===== config.mk =====
export PLATFORM = sky130hd
export DESIGN_NAME = radix_digit_formatter
export DESIGN_NICKNAME = d
export VERILOG_FILES = /design/src/rtl/core/rdf_pkg.sv /design/src/rtl/core/radix_digit_formatter.sv /design/src/rtl/core/rdf_front.sv /design/src/rtl/core/rdf_queue.sv /design/src/rtl/core/rdf_back.sv
export SDC_FILE = /design/constraint.sdc
export NUM_CORES = 2
export LEC_CHECK = 0
export BUFFER_PORTS_ARGS = -buffer_cell sky130_fd_sc_hd__buf_2
export CAP_MARGIN = 10
export CORE_ASPECT_RATIO = 1.75
export CORE_MARGIN = 10
export CORE_UTILIZATION = 67
export CTS_CLUSTER_SIZE = 25
export DETAILED_ROUTE_END_ITERATION = 16
export MAX_ROUTING_LAYER = met4
export PLACE_DENSITY = 0.91
export SYNTH_ARGS = -nofsm -noshare
export SYNTH_HDL_FRONTEND = slang
export SYNTH_SLANG_ARGS = --single-unit

===== constraint.sdc =====
create_clock -name clk_i -period 31.5 [get_ports clk_i]
set_input_delay 4.725 -clock clk_i [delete_from_list [all_inputs] [get_ports clk_i]]
set_output_delay 4.725 -clock clk_i [all_outputs]
set_load 0.005 [all_outputs]

===== src/rtl/core/rdf_pkg.sv =====
`timescale 1ns / 1ps

package rdf_pkg;

  // Input word: alphabet command or number to convert
  typedef struct packed {
    logic [1:0]         mode;
    logic [7:0]         symbol;
    logic signed [31:0] number;
  } in_word_t;

  // Output word: one character of the formatted text
  typedef struct packed {
    logic [7:0] character;
    logic       last;
  } out_word_t;

  // Item modes; the fourth code is unused and ignored
  typedef enum logic [1:0] {
    MODE_CLEAR   = 2'd0,
    MODE_APPEND  = 2'd1,
    MODE_CONVERT = 2'd2
  } mode_e;

  // Back-end sequencer states
  typedef enum logic [2:0] {
    B_IDLE,
    B_SIGN,
    B_DIV,
    B_READ,
    B_LOAD
  } back_state_e;

  // Alphabet store write strobe and data (address travels beside it)
  typedef struct packed {
    logic       en;
    logic [7:0] data;
  } alpha_wr_t;

  localparam logic [7:0] SYM_LOW   = 8'd33;
  localparam logic [7:0] SYM_HIGH  = 8'd126;
  localparam logic [7:0] SYM_MINUS = 8'd45;
  localparam logic [7:0] SYM_PLUS  = 8'd43;

  localparam int unsigned NUM_W       = 32;
  localparam int unsigned DIGITS_MAX  = 32;
  localparam int unsigned DIV_BITS    = 8;
  localparam int unsigned DIV_STEPS   = NUM_W / DIV_BITS;
  localparam int unsigned QUEUE_DEPTH = 2;

endpackage


===== src/rtl/core/radix_digit_formatter.sv =====
`timescale 1ns / 1ps

// Formats signed 32-bit integers as text in a base set by a loaded digit
// alphabet. Words with mode clear reset the alphabet, mode append adds one
// symbol (symbols outside 33..126, '+', '-', repeats or an overflowing
// append mark the alphabet bad), and mode convert emits '-' for negative
// numbers followed by the digits from most significant down, last set on
// the final character; a bad alphabet or one with fewer than two symbols
// gives no output. Alphabet words wait until every queued conversion has
// finished. For a negative number the '-' is loaded into the output
// register first; each digit is then found in the shared divider (8
// quotient bits per cycle, 32 bits per digit), and the digits are read
// from the alphabet store and loaded into the output register in turn.
// A two-entry command queue lets new conversions be taken while one is
// being emitted.
module radix_digit_formatter #(
  parameter int unsigned MAX_SYMBOLS = 94
) (
  input  logic               clk_i,
  input  logic               rst_ni,
  input  logic               in_valid_i,
  output logic               in_stall_o,
  input  rdf_pkg::in_word_t  in_word_i,
  output logic               out_valid_o,
  input  logic               out_stall_i,
  output rdf_pkg::out_word_t out_word_o
);

  localparam int unsigned IW = $clog2(MAX_SYMBOLS);
  localparam int unsigned LW = $clog2(MAX_SYMBOLS + 1);
  localparam int unsigned QW = rdf_pkg::NUM_W + LW;

  logic               q_full, q_valid, q_pop, push, back_idle, drained;
  logic [QW-1:0]      push_data, q_data;
  rdf_pkg::alpha_wr_t alpha_wr;
  logic [IW-1:0]      alpha_addr;

  assign drained = back_idle && !q_valid;

  rdf_front #(
    .MAX_SYMBOLS(MAX_SYMBOLS)
  ) u_front (
    .clk_i       (clk_i),
    .rst_ni      (rst_ni),
    .in_valid_i  (in_valid_i),
    .in_stall_o  (in_stall_o),
    .in_word_i   (in_word_i),
    .q_full_i    (q_full),
    .drained_i   (drained),
    .push_o      (push),
    .push_data_o (push_data),
    .wr_o        (alpha_wr),
    .wr_addr_o   (alpha_addr)
  );

  rdf_queue #(
    .DATA_W(QW)
  ) u_queue (
    .clk_i       (clk_i),
    .rst_ni      (rst_ni),
    .push_i      (push),
    .push_data_i (push_data),
    .full_o      (q_full),
    .pop_i       (q_pop),
    .valid_o     (q_valid),
    .data_o      (q_data)
  );

  rdf_back #(
    .MAX_SYMBOLS(MAX_SYMBOLS)
  ) u_back (
    .clk_i       (clk_i),
    .rst_ni      (rst_ni),
    .q_valid_i   (q_valid),
    .q_data_i    (q_data),
    .q_pop_o     (q_pop),
    .wr_i        (alpha_wr),
    .wr_addr_i   (alpha_addr),
    .idle_o      (back_idle),
    .out_valid_o (out_valid_o),
    .out_stall_i (out_stall_i),
    .out_word_o  (out_word_o)
  );

endmodule


===== src/rtl/core/rdf_front.sv =====
`timescale 1ns / 1ps

module rdf_front #(
  parameter int unsigned MAX_SYMBOLS = 94,
  localparam int unsigned IW = $clog2(MAX_SYMBOLS),
  localparam int unsigned LW = $clog2(MAX_SYMBOLS + 1),
  localparam int unsigned QW = rdf_pkg::NUM_W + LW
) (
  input  logic              clk_i,
  input  logic              rst_ni,
  input  logic              in_valid_i,
  output logic              in_stall_o,
  input  rdf_pkg::in_word_t in_word_i,
  input  logic              q_full_i,
  input  logic              drained_i,
  output logic              push_o,
  output logic [QW-1:0]     push_data_o,
  output rdf_pkg::alpha_wr_t wr_o,
  output logic [IW-1:0]     wr_addr_o
);

  logic [LW-1:0] len_q, len_d;
  logic          bad_q, bad_d;
  logic [127:0]  seen_q, seen_d;

  logic is_alpha, is_conv, accept;
  logic sym_legal, sym_seen, store_full;

  // Classify the word
  assign is_alpha = (in_word_i.mode == rdf_pkg::MODE_CLEAR) ||
                    (in_word_i.mode == rdf_pkg::MODE_APPEND);
  assign is_conv  = (in_word_i.mode == rdf_pkg::MODE_CONVERT);

  // Alphabet edits wait for the back end to finish; conversions wait for queue room
  assign in_stall_o = in_valid_i && ((is_alpha && !drained_i) || (is_conv && q_full_i));
  assign accept     = in_valid_i && !in_stall_o;

  assign sym_legal  = (in_word_i.symbol inside {[rdf_pkg::SYM_LOW:rdf_pkg::SYM_HIGH]}) &&
                      (in_word_i.symbol != rdf_pkg::SYM_MINUS) &&
                      (in_word_i.symbol != rdf_pkg::SYM_PLUS);
  assign sym_seen   = seen_q[in_word_i.symbol[6:0]];
  assign store_full = (len_q >= LW'(MAX_SYMBOLS));

  // Alphabet bookkeeping and command issue
  always_comb begin
    len_d       = len_q;
    bad_d       = bad_q;
    seen_d      = seen_q;
    push_o      = 1'b0;
    push_data_o = {len_q, in_word_i.number};
    wr_o.en     = 1'b0;
    wr_o.data   = in_word_i.symbol;
    wr_addr_o   = len_q[IW-1:0];
    if (accept) begin
      case (in_word_i.mode)
        rdf_pkg::MODE_CLEAR: begin
          len_d  = '0;
          bad_d  = 1'b0;
          seen_d = '0;
        end
        rdf_pkg::MODE_APPEND: begin
          if (!sym_legal || sym_seen || store_full) begin
            bad_d = 1'b1;
          end else begin
            wr_o.en                        = 1'b1;
            seen_d[in_word_i.symbol[6:0]] = 1'b1;
            len_d                          = len_q + LW'(1);
          end
        end
        rdf_pkg::MODE_CONVERT: begin
          push_o = !bad_q && (len_q >= LW'(2));
        end
        default: ;
      endcase
    end
  end

  always_ff @(posedge clk_i or negedge rst_ni) begin
    if (!rst_ni) begin
      len_q  <= '0;
      bad_q  <= 1'b0;
      seen_q <= '0;
    end else begin
      len_q  <= len_d;
      bad_q  <= bad_d;
      seen_q <= seen_d;
    end
  end

endmodule


===== src/rtl/core/rdf_queue.sv =====
`timescale 1ns / 1ps

module rdf_queue #(
  parameter int unsigned DATA_W = 39,
  localparam int unsigned DEPTH = rdf_pkg::QUEUE_DEPTH,
  localparam int unsigned PW = $clog2(DEPTH),
  localparam int unsigned CW = $clog2(DEPTH + 1)
) (
  input  logic              clk_i,
  input  logic              rst_ni,
  input  logic              push_i,
  input  logic [DATA_W-1:0] push_data_i,
  output logic              full_o,
  input  logic              pop_i,
  output logic              valid_o,
  output logic [DATA_W-1:0] data_o
);

  logic [DATA_W-1:0] mem_q [DEPTH];
  logic [PW-1:0]     wr_ptr_q, rd_ptr_q;
  logic [CW-1:0]     cnt_q;
  logic              do_push, do_pop;

  assign full_o  = (cnt_q == CW'(DEPTH));
  assign valid_o = (cnt_q != '0);
  assign data_o  = mem_q[rd_ptr_q];
  assign do_push = push_i && !full_o;
  assign do_pop  = pop_i && valid_o;

  // Storage
  always_ff @(posedge clk_i) begin
    if (do_push) begin
      mem_q[wr_ptr_q] <= push_data_i;
    end
  end

  // Pointers and fill count
  always_ff @(posedge clk_i or negedge rst_ni) begin
    if (!rst_ni) begin
      wr_ptr_q <= '0;
      rd_ptr_q <= '0;
      cnt_q    <= '0;
    end else begin
      if (do_push) begin
        wr_ptr_q <= (wr_ptr_q == PW'(DEPTH - 1)) ? '0 : wr_ptr_q + PW'(1);
      end
      if (do_pop) begin
        rd_ptr_q <= (rd_ptr_q == PW'(DEPTH - 1)) ? '0 : rd_ptr_q + PW'(1);
      end
      if (do_push && !do_pop) begin
        cnt_q <= cnt_q + CW'(1);
      end else if (do_pop && !do_push) begin
        cnt_q <= cnt_q - CW'(1);
      end
    end
  end

endmodule


===== src/rtl/core/rdf_back.sv =====
`timescale 1ns / 1ps

module rdf_back #(
  parameter int unsigned MAX_SYMBOLS = 94,
  localparam int unsigned IW = $clog2(MAX_SYMBOLS),
  localparam int unsigned LW = $clog2(MAX_SYMBOLS + 1),
  localparam int unsigned SW = IW + 1,
  localparam int unsigned QW = rdf_pkg::NUM_W + LW,
  localparam int unsigned STEP_W = $clog2(rdf_pkg::DIV_STEPS),
  localparam int unsigned CNT_W = $clog2(rdf_pkg::DIGITS_MAX + 1),
  localparam int unsigned PTR_W = $clog2(rdf_pkg::DIGITS_MAX)
) (
  input  logic               clk_i,
  input  logic               rst_ni,
  input  logic               q_valid_i,
  input  logic [QW-1:0]      q_data_i,
  output logic               q_pop_o,
  input  rdf_pkg::alpha_wr_t wr_i,
  input  logic [IW-1:0]      wr_addr_i,
  output logic               idle_o,
  output logic               out_valid_o,
  input  logic               out_stall_i,
  output rdf_pkg::out_word_t out_word_o
);

  rdf_pkg::back_state_e state_q, state_d;

  logic [rdf_pkg::NUM_W-1:0] mag_q, mag_d;
  logic [LW-1:0]             base_q, base_d;
  logic [IW-1:0]             rem_q, rem_d;
  logic [STEP_W-1:0]         step_q, step_d;
  logic [CNT_W-1:0]          ndig_q, ndig_d;
  logic [PTR_W-1:0]          ptr_q, ptr_d;
  logic [IW-1:0]             digits_q [rdf_pkg::DIGITS_MAX];
  logic                      dig_we;

  logic [7:0]                alpha_mem [MAX_SYMBOLS];
  logic [7:0]                rd_data_q;
  logic                      rd_en;
  logic [IW-1:0]             rd_addr;

  logic                      out_valid_q, out_valid_d;
  rdf_pkg::out_word_t        out_q, out_d;
  logic                      out_load, out_free;

  logic [rdf_pkg::NUM_W-1:0] cmd_number;
  logic [LW-1:0]             cmd_base;
  logic [rdf_pkg::NUM_W-1:0] div_mag;
  logic [IW-1:0]             div_rem;
  logic [SW-1:0]             base_ext;

  assign cmd_number  = q_data_i[rdf_pkg::NUM_W-1:0];
  assign cmd_base    = q_data_i[QW-1:rdf_pkg::NUM_W];
  assign base_ext    = SW'(base_q);
  assign idle_o      = (state_q == rdf_pkg::B_IDLE);
  assign out_free    = !out_valid_q || !out_stall_i;
  assign out_valid_o = out_valid_q;
  assign out_word_o  = out_q;
  assign rd_addr     = digits_q[ptr_q];

  // Eight restoring-division steps per cycle; the quotient shifts into mag
  always_comb begin
    logic [rdf_pkg::NUM_W-1:0] m;
    logic [IW-1:0]             r;
    logic [SW-1:0]             sh;
    m  = mag_q;
    r  = rem_q;
    sh = '0;
    for (int i = 0; i < rdf_pkg::DIV_BITS; i++) begin
      sh = {r, m[rdf_pkg::NUM_W-1]};
      m  = {m[rdf_pkg::NUM_W-2:0], 1'b0};
      if (sh >= base_ext) begin
        sh   = sh - base_ext;
        m[0] = 1'b1;
      end
      r = sh[IW-1:0];
    end
    div_mag = m;
    div_rem = r;
  end

  // Sequencer: sign, digit extraction, then emission most significant first
  always_comb begin
    state_d  = state_q;
    mag_d    = mag_q;
    base_d   = base_q;
    rem_d    = rem_q;
    step_d   = step_q;
    ndig_d   = ndig_q;
    ptr_d    = ptr_q;
    dig_we   = 1'b0;
    rd_en    = 1'b0;
    q_pop_o  = 1'b0;
    out_load = 1'b0;
    out_d    = out_q;
    case (state_q)
      rdf_pkg::B_IDLE: begin
        if (q_valid_i) begin
          q_pop_o = 1'b1;
          base_d  = cmd_base;
          mag_d   = cmd_number[rdf_pkg::NUM_W-1] ? ('0 - cmd_number) : cmd_number;
          rem_d   = '0;
          step_d  = '0;
          ndig_d  = '0;
          state_d = cmd_number[rdf_pkg::NUM_W-1] ? rdf_pkg::B_SIGN : rdf_pkg::B_DIV;
        end
      end
      rdf_pkg::B_SIGN: begin
        if (out_free) begin
          out_load        = 1'b1;
          out_d.character = rdf_pkg::SYM_MINUS;
          out_d.last      = 1'b0;
          state_d         = rdf_pkg::B_DIV;
        end
      end
      rdf_pkg::B_DIV: begin
        mag_d  = div_mag;
        rem_d  = div_rem;
        step_d = step_q + STEP_W'(1);
        if (step_q == STEP_W'(rdf_pkg::DIV_STEPS - 1)) begin
          // One digit done: push the remainder, go again unless quotient is zero
          dig_we = 1'b1;
          ndig_d = ndig_q + CNT_W'(1);
          rem_d  = '0;
          step_d = '0;
          if (div_mag == '0) begin
            ptr_d   = ndig_q[PTR_W-1:0];
            state_d = rdf_pkg::B_READ;
          end
        end
      end
      rdf_pkg::B_READ: begin
        rd_en   = 1'b1;
        state_d = rdf_pkg::B_LOAD;
      end
      rdf_pkg::B_LOAD: begin
        if (out_free) begin
          out_load        = 1'b1;
          out_d.character = rd_data_q;
          out_d.last      = (ptr_q == '0);
          if (ptr_q == '0) begin
            state_d = rdf_pkg::B_IDLE;
          end else begin
            ptr_d   = ptr_q - PTR_W'(1);
            state_d = rdf_pkg::B_READ;
          end
        end
      end
      default: state_d = rdf_pkg::B_IDLE;
    endcase
  end

  // Output register frees as soon as the word is taken
  always_comb begin
    if (out_load) begin
      out_valid_d = 1'b1;
    end else if (!out_stall_i) begin
      out_valid_d = 1'b0;
    end else begin
      out_valid_d = out_valid_q;
    end
  end

  // Alphabet store: one write port from the front end, one registered read
  always_ff @(posedge clk_i) begin
    if (wr_i.en) begin
      alpha_mem[wr_addr_i] <= wr_i.data;
    end
    if (rd_en) begin
      rd_data_q <= alpha_mem[rd_addr];
    end
  end

  // Digit stack and datapath
  always_ff @(posedge clk_i) begin
    if (dig_we) begin
      digits_q[ndig_q[PTR_W-1:0]] <= div_rem;
    end
    mag_q  <= mag_d;
    base_q <= base_d;
    rem_q  <= rem_d;
    ptr_q  <= ptr_d;
    out_q  <= out_d;
  end

  always_ff @(posedge clk_i or negedge rst_ni) begin
    if (!rst_ni) begin
      state_q     <= rdf_pkg::B_IDLE;
      step_q      <= '0;
      ndig_q      <= '0;
      out_valid_q <= 1'b0;
    end else begin
      state_q     <= state_d;
      step_q      <= step_d;
      ndig_q      <= ndig_d;
      out_valid_q <= out_valid_d;
    end
  end

endmodule

==> metrics.cfg <==
[layout]
final_cell_count_no_fill=4821
final_common_cell=edfxtp_1
mostFrequentLayoutCells=1122 x edfxtp_1, 331 x nand2_1, 320 x nor2_1
layout-drive-gt1-share_pct=12.5
num-nets-final=3805
fillers=4438
area_delta_synth_final_pct=8.13

[cts]
cts_resized=0
cts.path.max_buffers=3
cts_setup_buffers=0
cts_hold_buf=0
clock_latency_ns=0.73
clk_pin_slew_worst_paths_ns=0.07
root_buffer=clkbuf_16
tritoncts=built
cts_num_sinks=1246
cts_max_level=3
cts_made_buffers=100

[synth]
yosys.area.top_type=edfxtp_1
yosysUniqueCellTypes=85
async_reset_ff_share_pct=9.55
netlist.area_leader.share_pct=61.9
synth_warnings=0
syn-num-nets=3811
synth_edf_count=1122
synth_area_um2=54400
avgSynthCellArea_um2=14.7
postSynthCellCount=3690
yosysSeqAreaShare_pct=67.6
synth_area_leaders=edfxtp_1 62%, mux4_2 5.7%, dfrtp_1 5.5%
synth_seq_cells=1246
synth-main-ff-cell=edfxtp_1

[worst_setup_path]
path_class=register to register
crit_path_end_kind=register
cp_max_fo=16
worst_ep_required_time_ns=32.09
crit_slowest_cell=edfxtp_1
cp_common_cell=o21ai_0
crit_path_max_incr_delay_ns=0.77
cp-start-kind=register
crit_arrival_ns=21.96

[placed_design]
gp_congestion=0.947
hpwl_mm=82.9
dp.cells=4632
portBuffers=56

[power]
powerDensity_nw_per_um2=53.5
leakagePower_nw=20.5
max-vdd-ir-drop_mv=0.0581

[global_route]
antenna_found_initial=3
grt_pass1_wl_mm=208
grt_pass1_vias=33500
grt_overflow_total=0
grt.total_usage_pct=30.2
grt_max_degree=129

[sta]
maxSlewHeadroom_pct=13.5
fin_skew_ns=0.0439
worst_pin_slew_ns=1.29
finalMaxSlewViolations=0
finalCritPeriodShare_pct=67.8
tns_ns=0
rsz0062_at_grt=false
setup_violations=0
hold_violations=0
fin_crit_ns=21.36
clock.fmax_mhz=46.8

[floorplanning]
die_area_um2=93500
std_cell_rows=138
ios=57
core_um2=80800
initial_core_util_pct=67.3
die_y_um=397
die_w_um=235

[detailed_routing]
viasPerCell=7.00
drc_errors=0
route.vias.total=33800
wl_per_cell_um=28.9
firstDrtPassIters=8
ant_nets=0
routed_wl_mm=140
initialDrtViolationCount=5269

[run]
maxCapViolCount=0

[worst_hold_path]
hold_class=register to register

[run_status]
outcome=finished clean

[worst max-delay path, delay by kind of cell, from the launching register on]
family | cells | cell delay [ns]
DFF | 1 | 0.77
buffers and inverters | 2 | 0.61
and+or+nand+nor | 21 | 4.92
adders and majority gates | 8 | 2.93
muxes | 4 | 1.38
AOI/OAI and AO/OA | 37 | 10.58
[per-stage QoR]
step / power (mW) / worst slack [ns] / hold slack (ns) / cell area [µm²] / util (%)
after global routing: 3.21 / 8.87 / 0.513 / 58800 / 72.8
after floorplan: 1.87 / 14.10 / 0.437 / 54400 / -
after CTS: 3.14 / 10.53 / 0.493 / 58800 / 72.8
after global placement: 1.91 / 11.02 / 0.469 / 55600 / 68.8
after detailed placement: 1.91 / 10.66 / 0.479 / 55600 / 68.8
final: 3.15 / 10.14 / 0.490 / 58800 / 72.8
[kinds of logic (layout without fill, tap and decap cells)]
| logic type | Yosys count | in the layout | share of synthesized area [%] |
|---|---|---|---|
| AOI/OAI and AO/OA | 638 | 638 | 7.98 |
| xor gates and xnor gates | 65 | 65 | 1.05 |
| adders and majority gates | 75 | 75 | 1.83 |
| buffers and inverters | 270 | 349 | 2.15 |
| DFF | 1246 | 1246 | 67.6 |
| muxes | 445 | 445 | 11.5 |
| other | 0 | 2 | 0 |
| and+or+nand+nor | 951 | 951 | 7.94 |
[sequential cells by signal, indices dropped and copies added, names as in the netlist, named ones only]
| name | flops |
|---|---|
| u_back.ptr_q | 5 |
| u_queue.wr_ptr_q | 1 |
| u_back.digits_q | 224 |
| u_front.seen_q | 96 |
| u_queue.rd_ptr_q | 1 |
| u_back.rem_q | 7 |
| u_back.base_q | 7 |
| u_front.bad_q | 1 |
| u_queue.cnt_q | 2 |
| u_back.out_valid_o | 1 |
| u_front.wr_addr_o | 7 |
| u_back.step_q | 2 |
| u_back.out_word_o | 9 |
| u_back.ndig_q | 5 |
| u_back.mag_q | 32 |
| u_queue.mem_q | 78 |
| u_back.state_q | 3 |
| u_back.rd_data_q | 8 |
| u_back.alpha_mem | 752 |
[synthesized netlist by cell type (all sizes together) (9+ instances only)]
master	number
and3	10
nand4	11
a211o	17
nor4	9
clkbuf	106
a31oi	58
nor2	324
buf	102
xnor2	32
edfxtp	1122
nand3	26
a211oi	150
dfrtp	119
nor2b	50
and2	93
mux2i	260
a21o	13
ha	67
o21a	18
mux4	138
inv	62
a21oi	174
a311oi	59
or3	9
nand3b	11
nand2	332
nand2b	21
nor3	31
mux2	47
xor2	33
o21ai	85
[routing by layer]
metal / up-vias / wire length [µm] / GRT usage (%)
met2: 2485 / 72700 / 51.7
met1: 16700 / 45700 / 34.1
met5: - / 0 / -
met4: 0 / 8190 / 15.2
met3: 517 / 12900 / 4.95
li1: 14100 / - / -
[report_power, final]
part | internal, mW | switching [mW]
clock network | 0.678 | 0.589
logic | 0.0130 | 0.0580
registers | 1.80 | 0.00872
[final cells by class]
type	instances	area [µm²]	area share, %
antenna	2	5.00	0.00851
clock buffer	125	2660	4.52
clock inverter	62	606	1.03
inverter	62	233	0.396
multi-input combinational	2174	16600	28.2
sequential	1246	36800	62.5
tap	1050	1310	2.23
timing repair buffer	100	658	1.12
[path summary, 6_finish.rpt]
kind	startpoint	end	slack, ns	cells after the start
worst max-delay path	u_back.base_q[1]$_DFFE_PP_	register	10.14	72
worst min-delay path	u_front.seen_q[93]$_DFFE_PN0P_	u_front.seen_q[93]$_DFFE_PN0P_	0.49	1
worst max register to register	u_back.base_q[1]$_DFFE_PP_	register	10.14	72
worst min register to register	u_front.seen_q[93]$_DFFE_PN0P_	u_front.seen_q[93]$_DFFE_PN0P_	0.49	1
max in group asynchronous	rst_ni	u_front.seen_q[36]$_DFFE_PN0P_	26.07	2
min in group asynchronous	rst_ni	u_front.seen_q[43]$_DFFE_PN0P_	4.00	1
Note: power is estimated with default switching activity, not from simulation.
